==> src/rtl/scnm_pkg.sv <==
// ----------------------------------------------------------------------------
// scnm_pkg
// shared constants and types of the stroke corner node marker
// ----------------------------------------------------------------------------
`timescale 1ns / 1ps

package scnm_pkg;

    // default coordinate width
    localparam int COORD_BITS_DEF = 12;

    // angle fields
    localparam int ANGLE_BITS = 9;

    // turn thresholds in degrees
    localparam int NODE_TURN_MIN = 30;
    localparam int ASYM_TURN_MIN = 45;
    localparam int STRAIGHT_DEG  = 180;

    // strokes of this many points or fewer come out unmarked
    localparam int SHORT_STROKE_MAX = 3;

    // saturating point counter
    localparam int SEEN_BITS = 3;
    localparam int SEEN_MAX  = 7;

    // results one point can release
    localparam int MAX_RESULTS = 3;

    // result queue
    localparam int RQ_DEPTH = 4;
    localparam int RQ_PTR_W = $clog2(RQ_DEPTH);
    localparam int RQ_CNT_W = $clog2(RQ_DEPTH + 1);

    // flag part of one result
    typedef struct packed {
        logic node;
        logic asym;
        logic last;
    } flags_t;

endpackage

==> src/rtl/scnm_ifs.sv <==
// ----------------------------------------------------------------------------
// scnm_ifs
// valid/ready channels for stroke points and marked results
// ----------------------------------------------------------------------------
`timescale 1ns / 1ps

interface scnm_point_if #(
    parameter int COORD_BITS = scnm_pkg::COORD_BITS_DEF
);
    logic                            valid;
    logic                            ready;
    logic [COORD_BITS-1:0]           pos_x;
    logic [COORD_BITS-1:0]           pos_y;
    logic [scnm_pkg::ANGLE_BITS-1:0] angle_in;
    logic [scnm_pkg::ANGLE_BITS-1:0] angle_out;
    logic                            angles_known;
    logic                            stroke_closed;
    logic                            stroke_end;

    modport source (
        output valid, pos_x, pos_y, angle_in, angle_out,
        output angles_known, stroke_closed, stroke_end,
        input  ready
    );
    modport sink (
        input  valid, pos_x, pos_y, angle_in, angle_out,
        input  angles_known, stroke_closed, stroke_end,
        output ready
    );
endinterface

interface scnm_result_if #(
    parameter int COORD_BITS = scnm_pkg::COORD_BITS_DEF
);
    logic                  valid;
    logic                  ready;
    logic [COORD_BITS-1:0] out_x;
    logic [COORD_BITS-1:0] out_y;
    logic                  node_flag;
    logic                  asym_flag;
    logic                  last_of_stroke;

    modport source (
        output valid, out_x, out_y, node_flag, asym_flag, last_of_stroke,
        input  ready
    );
    modport sink (
        input  valid, out_x, out_y, node_flag, asym_flag, last_of_stroke,
        output ready
    );
endinterface

==> src/rtl/scnm_input_stage.sv <==
// ----------------------------------------------------------------------------
// scnm_input_stage
// input register for one point, released when the result queue has room
// ----------------------------------------------------------------------------
`timescale 1ns / 1ps

module scnm_input_stage #(
    parameter int COORD_BITS = scnm_pkg::COORD_BITS_DEF
) (
    input  logic                            clk,
    input  logic                            rst_n,
    scnm_point_if.sink                      points,
    input  logic                            room,
    output logic                            advance,
    output logic [COORD_BITS-1:0]           x,
    output logic [COORD_BITS-1:0]           y,
    output logic [scnm_pkg::ANGLE_BITS-1:0] ang_in,
    output logic [scnm_pkg::ANGLE_BITS-1:0] ang_out,
    output logic                            known,
    output logic                            closed,
    output logic                            last
);

    logic                            valid_reg;
    logic [COORD_BITS-1:0]           x_reg;
    logic [COORD_BITS-1:0]           y_reg;
    logic [scnm_pkg::ANGLE_BITS-1:0] ang_in_reg;
    logic [scnm_pkg::ANGLE_BITS-1:0] ang_out_reg;
    logic                            known_reg;
    logic                            closed_reg;
    logic                            last_reg;
    logic                            load;

    assign advance      = valid_reg && room;
    assign points.ready = !valid_reg || advance;
    assign load         = points.valid && points.ready;

    always_ff @(posedge clk or negedge rst_n)
    begin
        if (!rst_n)
        begin
            valid_reg <= 1'b0;
        end
        else if (points.ready)
        begin
            valid_reg <= points.valid;
        end
    end

    always_ff @(posedge clk)
    begin
        if (load)
        begin
            x_reg       <= points.pos_x;
            y_reg       <= points.pos_y;
            ang_in_reg  <= points.angle_in;
            ang_out_reg <= points.angle_out;
            known_reg   <= points.angles_known;
            closed_reg  <= points.stroke_closed;
            last_reg    <= points.stroke_end;
        end
    end

    assign x       = x_reg;
    assign y       = y_reg;
    assign ang_in  = ang_in_reg;
    assign ang_out = ang_out_reg;
    assign known   = known_reg;
    assign closed  = closed_reg;
    assign last    = last_reg;

endmodule

==> src/rtl/scnm_marker_core.sv <==
// ----------------------------------------------------------------------------
// scnm_marker_core
// two-point window, node and asymmetry marking, demotion and stroke flush
// ----------------------------------------------------------------------------
`timescale 1ns / 1ps

module scnm_marker_core #(
    parameter int COORD_BITS = scnm_pkg::COORD_BITS_DEF
) (
    input  logic                            clk,
    input  logic                            rst_n,
    input  logic                            advance,
    input  logic [COORD_BITS-1:0]           x,
    input  logic [COORD_BITS-1:0]           y,
    input  logic [scnm_pkg::ANGLE_BITS-1:0] ang_in,
    input  logic [scnm_pkg::ANGLE_BITS-1:0] ang_out,
    input  logic                            known,
    input  logic                            closed,
    input  logic                            last,
    output logic [COORD_BITS-1:0]           res_x [scnm_pkg::MAX_RESULTS],
    output logic [COORD_BITS-1:0]           res_y [scnm_pkg::MAX_RESULTS],
    output scnm_pkg::flags_t                res_flags [scnm_pkg::MAX_RESULTS],
    output logic [1:0]                      push_cnt
);

    localparam int AB = scnm_pkg::ANGLE_BITS;
    localparam int SB = scnm_pkg::SEEN_BITS;

    function automatic logic [1:0] step_sign(
        input logic [COORD_BITS-1:0] from_v,
        input logic [COORD_BITS-1:0] to_v
    );
        logic [1:0] s;
        if (to_v > from_v)
            s = 2'b01;
        else if (to_v < from_v)
            s = 2'b10;
        else
            s = 2'b00;
        return s;
    endfunction

    // window of pending points, no reset
    logic [COORD_BITS-1:0] ex_reg    [2];
    logic [COORD_BITS-1:0] ey_reg    [2];
    logic                  enode_reg [2];
    logic                  easym_reg [2];

    logic [1:0]    cnt_reg, cnt_next;
    logic [SB-1:0] seen_reg, seen_next;
    logic [3:0]    signs_reg, signs_next;
    logic          demoted_reg, demoted_next;
    logic          prev_node_reg, prev_node_next;
    logic          closed_reg, closed_next;

    logic                  first_pt;
    logic                  cl;
    logic [COORD_BITS-1:0] px, py;
    logic [3:0]            signs;
    logic                  flip;
    logic                  n0, n1, a0, a1;
    logic                  d0, d1;
    logic signed [AB:0]    a_diff;
    logic [AB-1:0]         a_abs;
    logic signed [AB:0]    t_diff;
    logic [AB-1:0]         t_abs;
    logic                  turn_ok;
    logic                  new_node, new_asym;
    logic [SB-1:0]         seen_inc;
    logic                  long_stroke;
    logic                  full;

    always_comb
    begin
        first_pt = (seen_reg == '0);
        cl       = first_pt ? closed : closed_reg;
        full     = (cnt_reg == 2'd2);

        // step direction from the newest buffered point
        px    = full ? ex_reg[1] : ex_reg[0];
        py    = full ? ey_reg[1] : ey_reg[0];
        signs = {step_sign(py, y), step_sign(px, x)};
        flip  = full && (signs != signs_reg);

        // turn measure | |in - out| - 180 |
        a_diff  = $signed({1'b0, ang_in}) - $signed({1'b0, ang_out});
        a_abs   = a_diff[AB] ? AB'(-a_diff) : a_diff[AB-1:0];
        t_diff  = $signed({1'b0, a_abs}) - $signed((AB+1)'(scnm_pkg::STRAIGHT_DEG));
        t_abs   = t_diff[AB] ? AB'(-t_diff) : t_diff[AB-1:0];
        turn_ok = (seen_reg >= SB'(2)) && known;

        if (first_pt)
        begin
            new_node = 1'b1;
            new_asym = !closed;
        end
        else
        begin
            new_node = turn_ok && (t_abs >= AB'(scnm_pkg::NODE_TURN_MIN));
            new_asym = turn_ok && (t_abs >= AB'(scnm_pkg::ASYM_TURN_MIN));
        end

        seen_inc    = (seen_reg == SB'(scnm_pkg::SEEN_MAX)) ? seen_reg : seen_reg + SB'(1);
        long_stroke = (seen_inc > SB'(scnm_pkg::SHORT_STROKE_MAX));

        n0 = enode_reg[0];
        a0 = easym_reg[0];
        n1 = enode_reg[1] | flip;
        a1 = easym_reg[1];

        // demotion chain over the emitted points
        d0 = prev_node_reg && !demoted_reg && n0 && n1 && !a0;
        d1 = n0 && !d0 && n1 && !a1;

        res_x[0] = (cnt_reg == 2'd0) ? x : ex_reg[0];
        res_y[0] = (cnt_reg == 2'd0) ? y : ey_reg[0];
        res_x[1] = (cnt_reg == 2'd1) ? x : ex_reg[1];
        res_y[1] = (cnt_reg == 2'd1) ? y : ey_reg[1];
        res_x[2] = x;
        res_y[2] = y;

        for (int k = 0; k < scnm_pkg::MAX_RESULTS; k++)
        begin
            res_flags[k] = '0;
        end

        cnt_next       = cnt_reg;
        seen_next      = seen_inc;
        signs_next     = (cnt_reg != 2'd0) ? signs : signs_reg;
        demoted_next   = demoted_reg;
        prev_node_next = prev_node_reg;
        closed_next    = cl;
        push_cnt       = 2'd0;

        if (last)
        begin
            cnt_next       = 2'd0;
            seen_next      = '0;
            signs_next     = '0;
            demoted_next   = 1'b0;
            prev_node_next = 1'b0;
            closed_next    = 1'b0;
            if (long_stroke)
            begin
                res_flags[0] = '{node: n0 && !d0, asym: a0, last: 1'b0};
                res_flags[1] = '{node: n1 && !d1, asym: a1, last: 1'b0};
                res_flags[2] = '{node: 1'b1, asym: new_asym || !cl, last: 1'b1};
                push_cnt     = 2'd3;
            end
            else
            begin
                // short stroke: unmarked, last flag on the newest point
                res_flags[0].last = (cnt_reg == 2'd0);
                res_flags[1].last = (cnt_reg == 2'd1);
                res_flags[2].last = full;
                push_cnt          = 2'(cnt_reg + 2'd1);
            end
        end
        else if (full)
        begin
            res_flags[0]   = '{node: n0 && !d0, asym: a0, last: 1'b0};
            push_cnt       = 2'd1;
            demoted_next   = d0;
            prev_node_next = n0;
        end
        else
        begin
            cnt_next = 2'(cnt_reg + 2'd1);
        end
    end

    always_ff @(posedge clk or negedge rst_n)
    begin
        if (!rst_n)
        begin
            cnt_reg       <= 2'd0;
            seen_reg      <= '0;
            signs_reg     <= '0;
            demoted_reg   <= 1'b0;
            prev_node_reg <= 1'b0;
            closed_reg    <= 1'b0;
        end
        else if (advance)
        begin
            cnt_reg       <= cnt_next;
            seen_reg      <= seen_next;
            signs_reg     <= signs_next;
            demoted_reg   <= demoted_next;
            prev_node_reg <= prev_node_next;
            closed_reg    <= closed_next;
        end
    end

    always_ff @(posedge clk)
    begin
        if (advance && !last)
        begin
            if (full)
            begin
                // shift the window by one point
                ex_reg[0]    <= ex_reg[1];
                ey_reg[0]    <= ey_reg[1];
                enode_reg[0] <= n1;
                easym_reg[0] <= a1;
                ex_reg[1]    <= x;
                ey_reg[1]    <= y;
                enode_reg[1] <= new_node;
                easym_reg[1] <= new_asym;
            end
            else if (cnt_reg == 2'd1)
            begin
                ex_reg[1]    <= x;
                ey_reg[1]    <= y;
                enode_reg[1] <= new_node;
                easym_reg[1] <= new_asym;
            end
            else
            begin
                ex_reg[0]    <= x;
                ey_reg[0]    <= y;
                enode_reg[0] <= new_node;
                easym_reg[0] <= new_asym;
            end
        end
    end

endmodule

==> src/rtl/scnm_result_queue.sv <==
// ----------------------------------------------------------------------------
// scnm_result_queue
// small result fifo taking up to three results a cycle, one out a cycle
// ----------------------------------------------------------------------------
`timescale 1ns / 1ps

module scnm_result_queue #(
    parameter int COORD_BITS = scnm_pkg::COORD_BITS_DEF
) (
    input  logic                  clk,
    input  logic                  rst_n,
    input  logic                  push,
    input  logic [1:0]            push_cnt,
    input  logic [COORD_BITS-1:0] res_x [scnm_pkg::MAX_RESULTS],
    input  logic [COORD_BITS-1:0] res_y [scnm_pkg::MAX_RESULTS],
    input  scnm_pkg::flags_t      res_flags [scnm_pkg::MAX_RESULTS],
    output logic                  room,
    scnm_result_if.source         results
);

    localparam int PW = scnm_pkg::RQ_PTR_W;
    localparam int CW = scnm_pkg::RQ_CNT_W;

    logic [COORD_BITS-1:0] qx_reg [scnm_pkg::RQ_DEPTH];
    logic [COORD_BITS-1:0] qy_reg [scnm_pkg::RQ_DEPTH];
    scnm_pkg::flags_t      qf_reg [scnm_pkg::RQ_DEPTH];

    logic [PW-1:0] rd_ptr_reg, rd_ptr_next;
    logic [PW-1:0] wr_ptr_reg, wr_ptr_next;
    logic [CW-1:0] count_reg, count_next;
    logic          pop;
    logic [1:0]    n_in;

    assign room = (count_reg <= CW'(scnm_pkg::RQ_DEPTH - scnm_pkg::MAX_RESULTS));
    assign pop  = results.valid && results.ready;
    assign n_in = push ? push_cnt : 2'd0;

    always_comb
    begin
        rd_ptr_next = pop ? rd_ptr_reg + PW'(1) : rd_ptr_reg;
        wr_ptr_next = wr_ptr_reg + PW'(n_in);
        count_next  = count_reg + CW'(n_in) - CW'(pop);
    end

    always_ff @(posedge clk or negedge rst_n)
    begin
        if (!rst_n)
        begin
            rd_ptr_reg <= '0;
            wr_ptr_reg <= '0;
            count_reg  <= '0;
        end
        else
        begin
            rd_ptr_reg <= rd_ptr_next;
            wr_ptr_reg <= wr_ptr_next;
            count_reg  <= count_next;
        end
    end

    always_ff @(posedge clk)
    begin
        for (int k = 0; k < scnm_pkg::MAX_RESULTS; k++)
        begin
            if (push && (2'(k) < push_cnt))
            begin
                qx_reg[wr_ptr_reg + PW'(k)] <= res_x[k];
                qy_reg[wr_ptr_reg + PW'(k)] <= res_y[k];
                qf_reg[wr_ptr_reg + PW'(k)] <= res_flags[k];
            end
        end
    end

    assign results.valid          = (count_reg != '0);
    assign results.out_x          = qx_reg[rd_ptr_reg];
    assign results.out_y          = qy_reg[rd_ptr_reg];
    assign results.node_flag      = qf_reg[rd_ptr_reg].node;
    assign results.asym_flag      = qf_reg[rd_ptr_reg].asym;
    assign results.last_of_stroke = qf_reg[rd_ptr_reg].last;

endmodule

==> src/rtl/stroke_corner_node_marker.sv <==
// ----------------------------------------------------------------------------
// stroke_corner_node_marker
// marks corner nodes and asymmetric nodes of pen strokes, point by point
// ----------------------------------------------------------------------------
// usage
//   points: one pen point per transaction (coordinates, in/out angles, flags);
//     stroke_end marks the last point of a stroke
//   results: one point per transaction with node_flag, asym_flag and
//     last_of_stroke; points leave in arrival order, two points behind input
//   throughput: one point per cycle while results are taken; a stroke end
//     releases up to three results at once, which drain one per cycle, so
//     the next point can wait in the input register meanwhile
//   path: a point is held in the input register, and the results it
//     releases are offered from the result queue
//   reset: clears window, stroke counters and queue; nothing is offered
//   stall: a stalled results sink fills the four-entry queue; the input
//     register holds its point while fewer than three entries are free, and
//     points.ready drops once that register is occupied
// ----------------------------------------------------------------------------
`timescale 1ns / 1ps

module stroke_corner_node_marker #(
    parameter int COORD_BITS = scnm_pkg::COORD_BITS_DEF
) (
    input  logic          clk,
    input  logic          rst_n,
    scnm_point_if.sink    points,
    scnm_result_if.source results
);

    // registered point
    logic                            advance;
    logic                            room;
    logic [COORD_BITS-1:0]           pt_x;
    logic [COORD_BITS-1:0]           pt_y;
    logic [scnm_pkg::ANGLE_BITS-1:0] pt_ang_in;
    logic [scnm_pkg::ANGLE_BITS-1:0] pt_ang_out;
    logic                            pt_known;
    logic                            pt_closed;
    logic                            pt_last;

    // results released by the current point
    logic [COORD_BITS-1:0] res_x     [scnm_pkg::MAX_RESULTS];
    logic [COORD_BITS-1:0] res_y     [scnm_pkg::MAX_RESULTS];
    scnm_pkg::flags_t      res_flags [scnm_pkg::MAX_RESULTS];
    logic [1:0]            push_cnt;

    // input register, released only when the queue can take a full flush
    scnm_input_stage #(
        .COORD_BITS (COORD_BITS)
    ) u_input (
        .clk     (clk),
        .rst_n   (rst_n),
        .points  (points),
        .room    (room),
        .advance (advance),
        .x       (pt_x),
        .y       (pt_y),
        .ang_in  (pt_ang_in),
        .ang_out (pt_ang_out),
        .known   (pt_known),
        .closed  (pt_closed),
        .last    (pt_last)
    );

    // marking logic and the two-point window
    scnm_marker_core #(
        .COORD_BITS (COORD_BITS)
    ) u_core (
        .clk       (clk),
        .rst_n     (rst_n),
        .advance   (advance),
        .x         (pt_x),
        .y         (pt_y),
        .ang_in    (pt_ang_in),
        .ang_out   (pt_ang_out),
        .known     (pt_known),
        .closed    (pt_closed),
        .last      (pt_last),
        .res_x     (res_x),
        .res_y     (res_y),
        .res_flags (res_flags),
        .push_cnt  (push_cnt)
    );

    // result queue decouples the results sink from the marking logic
    scnm_result_queue #(
        .COORD_BITS (COORD_BITS)
    ) u_queue (
        .clk       (clk),
        .rst_n     (rst_n),
        .push      (advance),
        .push_cnt  (push_cnt),
        .res_x     (res_x),
        .res_y     (res_y),
        .res_flags (res_flags),
        .room      (room),
        .results   (results)
    );

endmodule

==> src/flat_wrapper.sv <==
// flat-port wrapper written by rule: the top's interface ports become plain ports
module stroke_corner_node_marker_flat 
#(
    parameter int COORD_BITS = scnm_pkg::COORD_BITS_DEF
)
  (clk, rst_n, points_valid, points_pos_x, points_pos_y, points_angle_in, points_angle_out, points_angles_known, points_stroke_closed, points_stroke_end, points_ready, results_valid, results_out_x, results_out_y, results_node_flag, results_asym_flag, results_last_of_stroke, results_ready);
  scnm_point_if #(.COORD_BITS(COORD_BITS)) points_i ();
  scnm_result_if #(.COORD_BITS(COORD_BITS)) results_i ();
  input  logic clk;
  input  logic rst_n;
  input wire logic [$bits(points_i.valid)-1:0] points_valid;
  input wire logic [$bits(points_i.pos_x)-1:0] points_pos_x;
  input wire logic [$bits(points_i.pos_y)-1:0] points_pos_y;
  input wire logic [$bits(points_i.angle_in)-1:0] points_angle_in;
  input wire logic [$bits(points_i.angle_out)-1:0] points_angle_out;
  input wire logic [$bits(points_i.angles_known)-1:0] points_angles_known;
  input wire logic [$bits(points_i.stroke_closed)-1:0] points_stroke_closed;
  input wire logic [$bits(points_i.stroke_end)-1:0] points_stroke_end;
  output wire logic [$bits(points_i.ready)-1:0] points_ready;
  output wire logic [$bits(results_i.valid)-1:0] results_valid;
  output wire logic [$bits(results_i.out_x)-1:0] results_out_x;
  output wire logic [$bits(results_i.out_y)-1:0] results_out_y;
  output wire logic [$bits(results_i.node_flag)-1:0] results_node_flag;
  output wire logic [$bits(results_i.asym_flag)-1:0] results_asym_flag;
  output wire logic [$bits(results_i.last_of_stroke)-1:0] results_last_of_stroke;
  input wire logic [$bits(results_i.ready)-1:0] results_ready;
  assign points_i.valid = points_valid;
  assign points_i.pos_x = points_pos_x;
  assign points_i.pos_y = points_pos_y;
  assign points_i.angle_in = points_angle_in;
  assign points_i.angle_out = points_angle_out;
  assign points_i.angles_known = points_angles_known;
  assign points_i.stroke_closed = points_stroke_closed;
  assign points_i.stroke_end = points_stroke_end;
  assign points_ready = points_i.ready;
  assign results_valid = results_i.valid;
  assign results_out_x = results_i.out_x;
  assign results_out_y = results_i.out_y;
  assign results_node_flag = results_i.node_flag;
  assign results_asym_flag = results_i.asym_flag;
  assign results_last_of_stroke = results_i.last_of_stroke;
  assign results_i.ready = results_ready;
  stroke_corner_node_marker #(.COORD_BITS(COORD_BITS)) u_core (.clk(clk), .rst_n(rst_n), .points(points_i), .results(results_i));
endmodule
==> config.mk <==
export PLATFORM = sky130hd
export DESIGN_NAME = stroke_corner_node_marker_flat
export DESIGN_NICKNAME = d
export VERILOG_FILES = /design/src/rtl/scnm_pkg.sv /design/src/rtl/scnm_ifs.sv /design/src/rtl/scnm_input_stage.sv /design/src/rtl/scnm_marker_core.sv /design/src/rtl/scnm_result_queue.sv /design/src/rtl/stroke_corner_node_marker.sv /design/src/flat_wrapper.sv
export SDC_FILE = /design/constraint.sdc
export NUM_CORES = 1
export LEC_CHECK = 0
export BUFFER_PORTS_ARGS = -buffer_cell sky130_fd_sc_hd__buf_2
export CORE_MARGIN = 2
export CORE_UTILIZATION = 32
export CTS_CLUSTER_SIZE = 12
export DETAILED_ROUTE_END_ITERATION = 16
export PLACE_DENSITY_LB_ADDON = 0.25
export SYNTH_ARGS = -nofsm -noshare
export SYNTH_HDL_FRONTEND = slang
export SYNTH_SLANG_ARGS = --single-unit
==> constraint.sdc <==
create_clock -name clk -period 7.2 [get_ports clk]
set_clock_uncertainty 0.05 [all_clocks]
set_input_delay 0.72 -clock clk [delete_from_list [all_inputs] [get_ports clk]]
set_output_delay 0.72 -clock clk [all_outputs]
set_load 0.005 [all_outputs]
==> results of run 1 <==
## where the power goes
part	internal (mW)	leakage [nW]	switching, mW
clock	0.793	0.408	0.528
sequential	1.91	2.11	0.271
combinational	1.29	2.74	1.74
## logic make-up (layout without fill, tap and decap cells)
group / after synthesis / in the layout / share of synthesized area
AO/OA/AOI/OAI: 286 / 286 / 0.159
buffers and inverters: 90 / 173 / 0.0266
adder cells (fa/ha/maj): 48 / 48 / 0.0484
multiplexers: 100 / 100 / 0.109
flip-flops: 225 / 225 / 0.523
XOR/XNOR: 25 / 25 / 0.0190
AND/OR/NAND/NOR: 332 / 332 / 0.115
## placed cells by master, fill, tap and decap left out, types with 31 or more instances in the layout
master / instances
edfxtp_1: 205
ha_1: 45
o21ai_0: 47
nor2_1: 110
mux2i_1: 37
mux2_2: 36
a21oi_1: 59
buf_2: 77
inv_1: 31
nand2_1: 129
o22ai_1: 35
## per-stage QoR
step | setup slack (ns) | total power, mW | cell area (µm²) | utilization
final | 2.55 | 6.53 | 14600 | 0.369
after global routing | 2.20 | 6.97 | 14600 | 0.369
after CTS | 2.52 | 6.58 | 14600 | 0.369
after detailed placement | 2.56 | 5.24 | 13700 | 0.348
after global placement | 2.70 | 5.19 | 13700 | 0.348
after floorplan | 2.63 | 4.37 | 12700 | -
## how the worst min path moves through the flow
| stage | cells after the start | from | endpoint |
|---|---|---|---|
| final | 1 | rst_n | u_core.u_queue.wr_ptr_reg[1] |
| after global routing | 1 | rst_n | u_core.u_queue.wr_ptr_reg[1] |
| after CTS | 1 | rst_n | u_core.u_queue.wr_ptr_reg[1] |
| after detailed placement | 2 | u_core.u_core.closed_reg | u_core.u_core.closed_reg |
| after global placement | 2 | u_core.u_core.closed_reg | u_core.u_core.closed_reg |
| after floorplan | 0 | rst_n | u_core.u_core.closed_reg |
## final cells by class
type	count	share of cell area
clock buffers	35	0.0484
clock inverters	11	0.00936
inverters	32	0.00824
multi-input cells	791	0.396
flip-flops and latches	225	0.457
well taps	525	0.0451
repair buffers	95	0.0357
## metal layers
metal	share of wire	vias to the layer above	wire length [µm]	track usage
li1	-	4389	-	-
met1	0.46	4492	15900	0.233
met2	0.45	328	15500	0.264
met3	0.058	65	2000	0.0241
met4	0.030	0	1030	0.0657
met5	0	-	0	0
==> out/metrics.yaml, run 1 <==
floorplan:
  die_w_um: 203
  start_util: 0.323
  rows: 73
  io_pins: 78
  die_h_um: 203
  coreArea_um2: 39500
  die-area_um2: 41400
status:
  status: "finished, final reports clean"
timing:
  rsz0062_at_grt: "no"
  worst_pin_slew_ns: 1.37
  layout_min_cycle_time_ns: 4.65
  finalHoldViolCount: 0
  relSlewSlack: 0.0849
  final_max_slew_viol_count: 0
  setup_viol: 0
  clock.fmax_mhz: 215
  whs_ns: 0.0732
  timing.final.crit_share: 0.646
  fin_setup_tns_ns: 0
logic_synthesis:
  synthCells: 1106
  yosys-top-cells-area: "edfxtp_1 (48%), mux4_2 (4.8%), ha_1 (4.5%)"
  syn-num-nets: 1203
  yosysWarnings: 0
  synth-seq-cells: 225
  yosys.cell_count.top_type: "edfxtp_1"
  yosysTopAreaCell: "edfxtp_1"
  async_reset_ff_frac: 0.0889
  synth_top_area_frac: 0.484
  netlist_top_cells_count: "edfxtp_1 (205), nand2_1 (131), nor2_1 (111), a21oi_1 (59), clkbuf_1 (52)"
  synthFlopType: "edfxtp_1"
  avgSynthCellArea_um2: 11.5
  netlist_area_um2: 12700
  synth-edff-count: 205
  yosys.cell_types.count: 73
  ys_seq_area_frac: 0.523
worst_setup_path:
  cp-end-kind: "flip-flop"
  reg2reg_depth: 16
  rr_endpoint: "u_core.u_queue.qf_reg[0][2]"
  cp_top_family: "compound AO/OA/AOI/OAI gates"
  path_class: "flip-flop to flip-flop"
  startpoint_type: "flip-flop"
  critPathCapture: "u_core.u_queue.qf_reg[0][2]"
  r2r_slack_ns: 2.55
  cp.buffers_inverters: 1
  critical_path.cell_chain: "inv_1, ha_2, mux2i_1, ha_1, a21o_1, a21o_1, a21o_1, a21o_1, a21o_1, a31oi_1, nor4bb_1, o32ai_1, a21oi_1, a311oi_1, a22oi_1, o21ai_0"
  cp_slowest_stage_delay_ns: 0.69
  crit_arrival_ns: 4.99
  cp_max_fo: 22
  crit_start: "u_core.u_core.cnt_reg[0]"
  reg2reg_from: "u_core.u_core.cnt_reg[0]"
  slowest_stage: "ha_2"
  crit_required_ns: 7.54
  cp.depth: 16
  crit_top_cell: "a21o_1"
drt:
  postRouteAntennaNets: 0
  totalWireLength_mm: 34.4
  drt-wirelength-per-cell_um: 20.1
  first_iter_violations: 622
  vias: 9274
  drc: 0
  viasPerCell: 5.41
  first_pass_iters: 5
clocking:
  cts_tree: "built"
  post_cts_resized: 0
  cts.htree.levels: 1
  cts_setup_buffers: 0
  clk_pin_slew_ns: 0.06
  root_buffer: "clkbuf_16"
  cts_made_buffers: 26
  cts_hold_buf: 0
  insertion_delay_ns: 0.55
  clock_sinks: 225
  cts.path.max_buffers: 3
pwr:
  ir_worst_vdd_v: 0.000198
  pwr_density_cell_nw_per_um2: 448
  leakage_nw: 5.26
global_route:
  grt_usage: 0.167
  grt_pass1_vias: 9262
  grt_max_degree: 46
  grt_overflow: 0
  grt_pass1_wl_mm: 54.1
  antenna_found_initial: 1
final_layout:
  seq_area_um2: 6660
  n_fill_cell: 3932
  area_delta_synth_final_pct: 14.5
  final_cells: 1714
  finalNetCount: 1268
  multi_input_area_um2: 5770
  antenna-diode-count: 0
  drive_above_1_share: 0.204
place:
  place_congestion: 0.840
  dpl.hpwl_mm: 23.9
  numPortBuffers: 77
  placed_cells: 1668
job:
  cap_violations: 0
worst_hold_path:
  hold_class: "input port to asynchronous set/reset pin"
No activity file was read; power rests on OpenSTA's default activity.
==> run 2, diff against run 1 <==
--- a/config.mk
+++ b/config.mk
@@ -5,6 +5,7 @@
 export SDC_FILE = /design/constraint.sdc
 export NUM_CORES = 1
 export LEC_CHECK = 0
+export ABC_AREA = 1
 export BUFFER_PORTS_ARGS = -buffer_cell sky130_fd_sc_hd__buf_2
 export CORE_MARGIN = 2
 export CORE_UTILIZATION = 32
==> constraint.sdc (replaced) <==
create_clock -name clk -period 4.5 [get_ports clk]
set_clock_uncertainty 0.05 [all_clocks]
set_input_delay 0.45 -clock clk [delete_from_list [all_inputs] [get_ports clk]]
set_output_delay 0.45 -clock clk [all_outputs]
set_load 0.005 [all_outputs]
==> out/metrics.yaml, run 2 <==
status:
  status: "finished, final reports clean"
timing:
  clock.fmax_mhz: 264  # +23%
  finalHoldViolCount: 0  # unchanged
  timing.final.crit_share: 0.843  # +0.197
  setup_viol: 0  # unchanged
  relSlewSlack: 0.248  # +0.163
  setup_slack_ns: 0.706  # -1.84 ns
  worst_pin_slew_ns: 1.12  # -0.255 ns
  final_max_slew_viol_count: 0  # unchanged
  layout_min_cycle_time_ns: 3.79  # -0.857 ns
  fin_setup_tns_ns: 0  # unchanged
  whs_ns: 0.0311  # -0.0420 ns
  rsz0062_at_grt: "no"
final_layout:
  layout_commonest_cell: "nand2_1"
  drive_above_1_share: 0.118  # -0.0855
  area_delta_synth_final_pct: 15.2
  stdcell_area_um2: 14700  # +1.0%
  final_cells: 2059  # +20%
  seq_area_um2: 6660  # about the same
  multi_input_area_um2: 5250  # -9.1%
  finalNetCount: 1611  # +27%
  n_fill_cell: 3938  # +0.15%
  antenna-diode-count: 0  # unchanged
  final_util: 0.372  # +0.00285
  mostFrequentLayoutCells: "nand2_1 (300), edfxtp_1 (205), o21ai_0 (193)"
clocking:
  clk_pin_slew_ns: 0.07  # about the same
  root_buffer: "clkbuf_16"
  cts.htree.levels: 1  # unchanged
  cts_hold_buf: 1  # +1
  clock_sinks: 225  # unchanged
  cts_made_buffers: 26  # unchanged
  post_cts_resized: 0  # unchanged
  cts.path.max_buffers: 3  # unchanged
  cts_setup_buffers: 0  # unchanged
  insertion_delay_ns: 0.54  # about the same
  cts_tree: "built"
job:
  cap_violations: 0  # unchanged
worst_setup_path:
  reg2reg_depth: 22  # +6
  cp-end-kind: "flip-flop"
  r2r_slack_ns: 0.71  # -1.84 ns
  path_class: "flip-flop to flip-flop"
  cp_max_fo: 6  # -73%
  crit_arrival_ns: 4.04  # -0.95 ns
  crit_required_ns: 4.75  # -2.79 ns
  startpoint_type: "flip-flop"
drt:
  first_iter_violations: 1040  # +67%
  totalWireLength_mm: 36.8  # +6.9%
  first_pass_iters: 5  # unchanged
  postRouteAntennaNets: 0  # unchanged
  drt-wirelength-per-cell_um: 17.9  # -11%
  drc: 0  # unchanged
  viasPerCell: 5.12  # -5.4%
  vias: 10536  # +14%
place:
  placed_cells: 2010  # +21%
  dpl.hpwl_mm: 25.4  # +6.4%
  place_congestion: 0.811  # -3.4%
  dpl_cell_area_um2: 13900  # +0.98%
  numPortBuffers: 77  # unchanged
  post-place-ws_ns: 0.708  # -1.86 ns
logic_synthesis:
  yosys-top-cells-area: "edfxtp_1 (48%), nand2_1 (8.8%), o21ai_0 (7.6%)"
  ys_seq_area_frac: 0.521  # -0.00184
  synthFlopType: "edfxtp_1"
  netlist_top_cells_count: "nand2_1 (300), edfxtp_1 (205), o21ai_0 (195), inv_1 (165), a21oi_1 (97)"
  synthCells: 1444  # +31%
  yosys.cell_types.count: 42  # -42%
  async_reset_ff_frac: 0.0889  # unchanged
  yosys.cell_count.top_type: "nand2_1"
  synth_top_area_frac: 0.482  # -0.00170
  syn-num-nets: 1541  # +28%
  yosysTopAreaCell: "edfxtp_1"
  yosysWarnings: 0  # unchanged
  avgSynthCellArea_um2: 8.85  # -23%
  synth-edff-count: 205  # unchanged
  synth-seq-cells: 225  # unchanged
  netlist_area_um2: 12800  # +0.35%
pwr:
  leakage_nw: 5.88  # +12%
  ir_worst_vdd_v: 0.000405  # +100%
  pwr_density_cell_nw_per_um2: 684  # +53%
  total_power_mw: 10.1  # +54%
worst_hold_path:
  hold_depth: 1
  hold_class: "input port to flip-flop"
global_route:
  grt_max_degree: 57  # +24%
  grt_overflow: 0  # unchanged
  grt_pass1_wl_mm: 57.6  # +6.5%
  grt_usage: 0.178  # +0.0108
  grt_pass1_vias: 10233  # +10%
  antenna_found_initial: 0  # -1
floorplan:
  coreArea_um2: 39500  # +0.23%
  die_w_um: 204  # +0.17%
  die-area_um2: 41500  # +0.34%
  rows: 73  # unchanged
  start_util: 0.323  # +0.000394
  io_pins: 78  # unchanged
  die_h_um: 204  # +0.17%
run 2: changes by cell type after synthesis, sizes merged, moves of 40 or more:
cell,previous run,this run
o22ai,36,79
nand2,131,309
inv,31,172
o21ai,59,197
nand3,14,54
a21oi,59,99
run 2: power breakdown:
| group | internal (mW) | leakage, nW | total [mW] | switching (mW) |
|---|---|---|---|---|
| clock | 1.26 | 0.416 | 2.09 | 0.837 |
| sequential | 3.03 | 2.12 | 3.31 | 0.283 |
| combinational | 1.57 | 3.34 | 4.67 | 3.10 |
run 2: cell type report:
| type | instances | share of cell area |
|---|---|---|
| repair buffers | 110 | 0.0440 |
| clock buffers | 38 | 0.0508 |
| well taps | 525 | 0.0446 |
| inverters | 177 | 0.0451 |
| clock inverters | 10 | 0.00655 |
| flip-flops and latches | 225 | 0.452 |
| multi-input cells | 974 | 0.357 |
run 2: final timing paths:
kind,from,end
max,u_core.u_input.ang_out[0],u_core.u_queue.qf_reg[0][1]
min,points_pos_y[1],u_core.u_input.y[1]
max reg2reg,u_core.u_input.ang_out[0],u_core.u_queue.qf_reg[0][1]
min reg2reg,u_core.u_queue.count_reg[2],u_core.u_queue.count_reg[2]
max in group asynchronous,rst_n,u_core.u_input.valid_reg
min in group asynchronous,rst_n,u_core.u_queue.count_reg[2]
run 2: cells by family after synthesis:
family | after synthesis | share of synthesized area
adder cells (fa/ha/maj) | 48 | 0.0482
XOR/XNOR | 15 | 0.0103
buffers and inverters | 245 | 0.0726
flip-flops | 225 | 0.521
AND/OR/NAND/NOR | 476 | 0.154
AO/OA/AOI/OAI | 435 | 0.194
run 2: metal layers:
metal  routed length, µm  vias to the layer above  GRT usage
li1                    -                     5210          -
met1               16700                     4834      0.244
met2               16400                      431      0.287
met3                2630                       61     0.0250
met4                1040                        0     0.0657
met5                   0                        -          0
run 2: worst max-delay path: stages (launching register included):
cell	delay, ns
edfxtp_1	0.36
ha_1	0.20
inv_1	0.11
fa_1	0.47
inv_1	0.08
ha_1	0.23
xor2_1	0.16
inv_1	0.06
o21ai_2	0.25
inv_1	0.10
ha_1	0.33
nor3_1	0.21
nand2_1	0.11
inv_1	0.07
nand4_1	0.10
nand2_1	0.08
nand2_1	0.06
nand2_1	0.08
nand2_1	0.07
nor2_2	0.13
o21bai_2	0.12
nand2_1	0.07
nand2_1	0.06
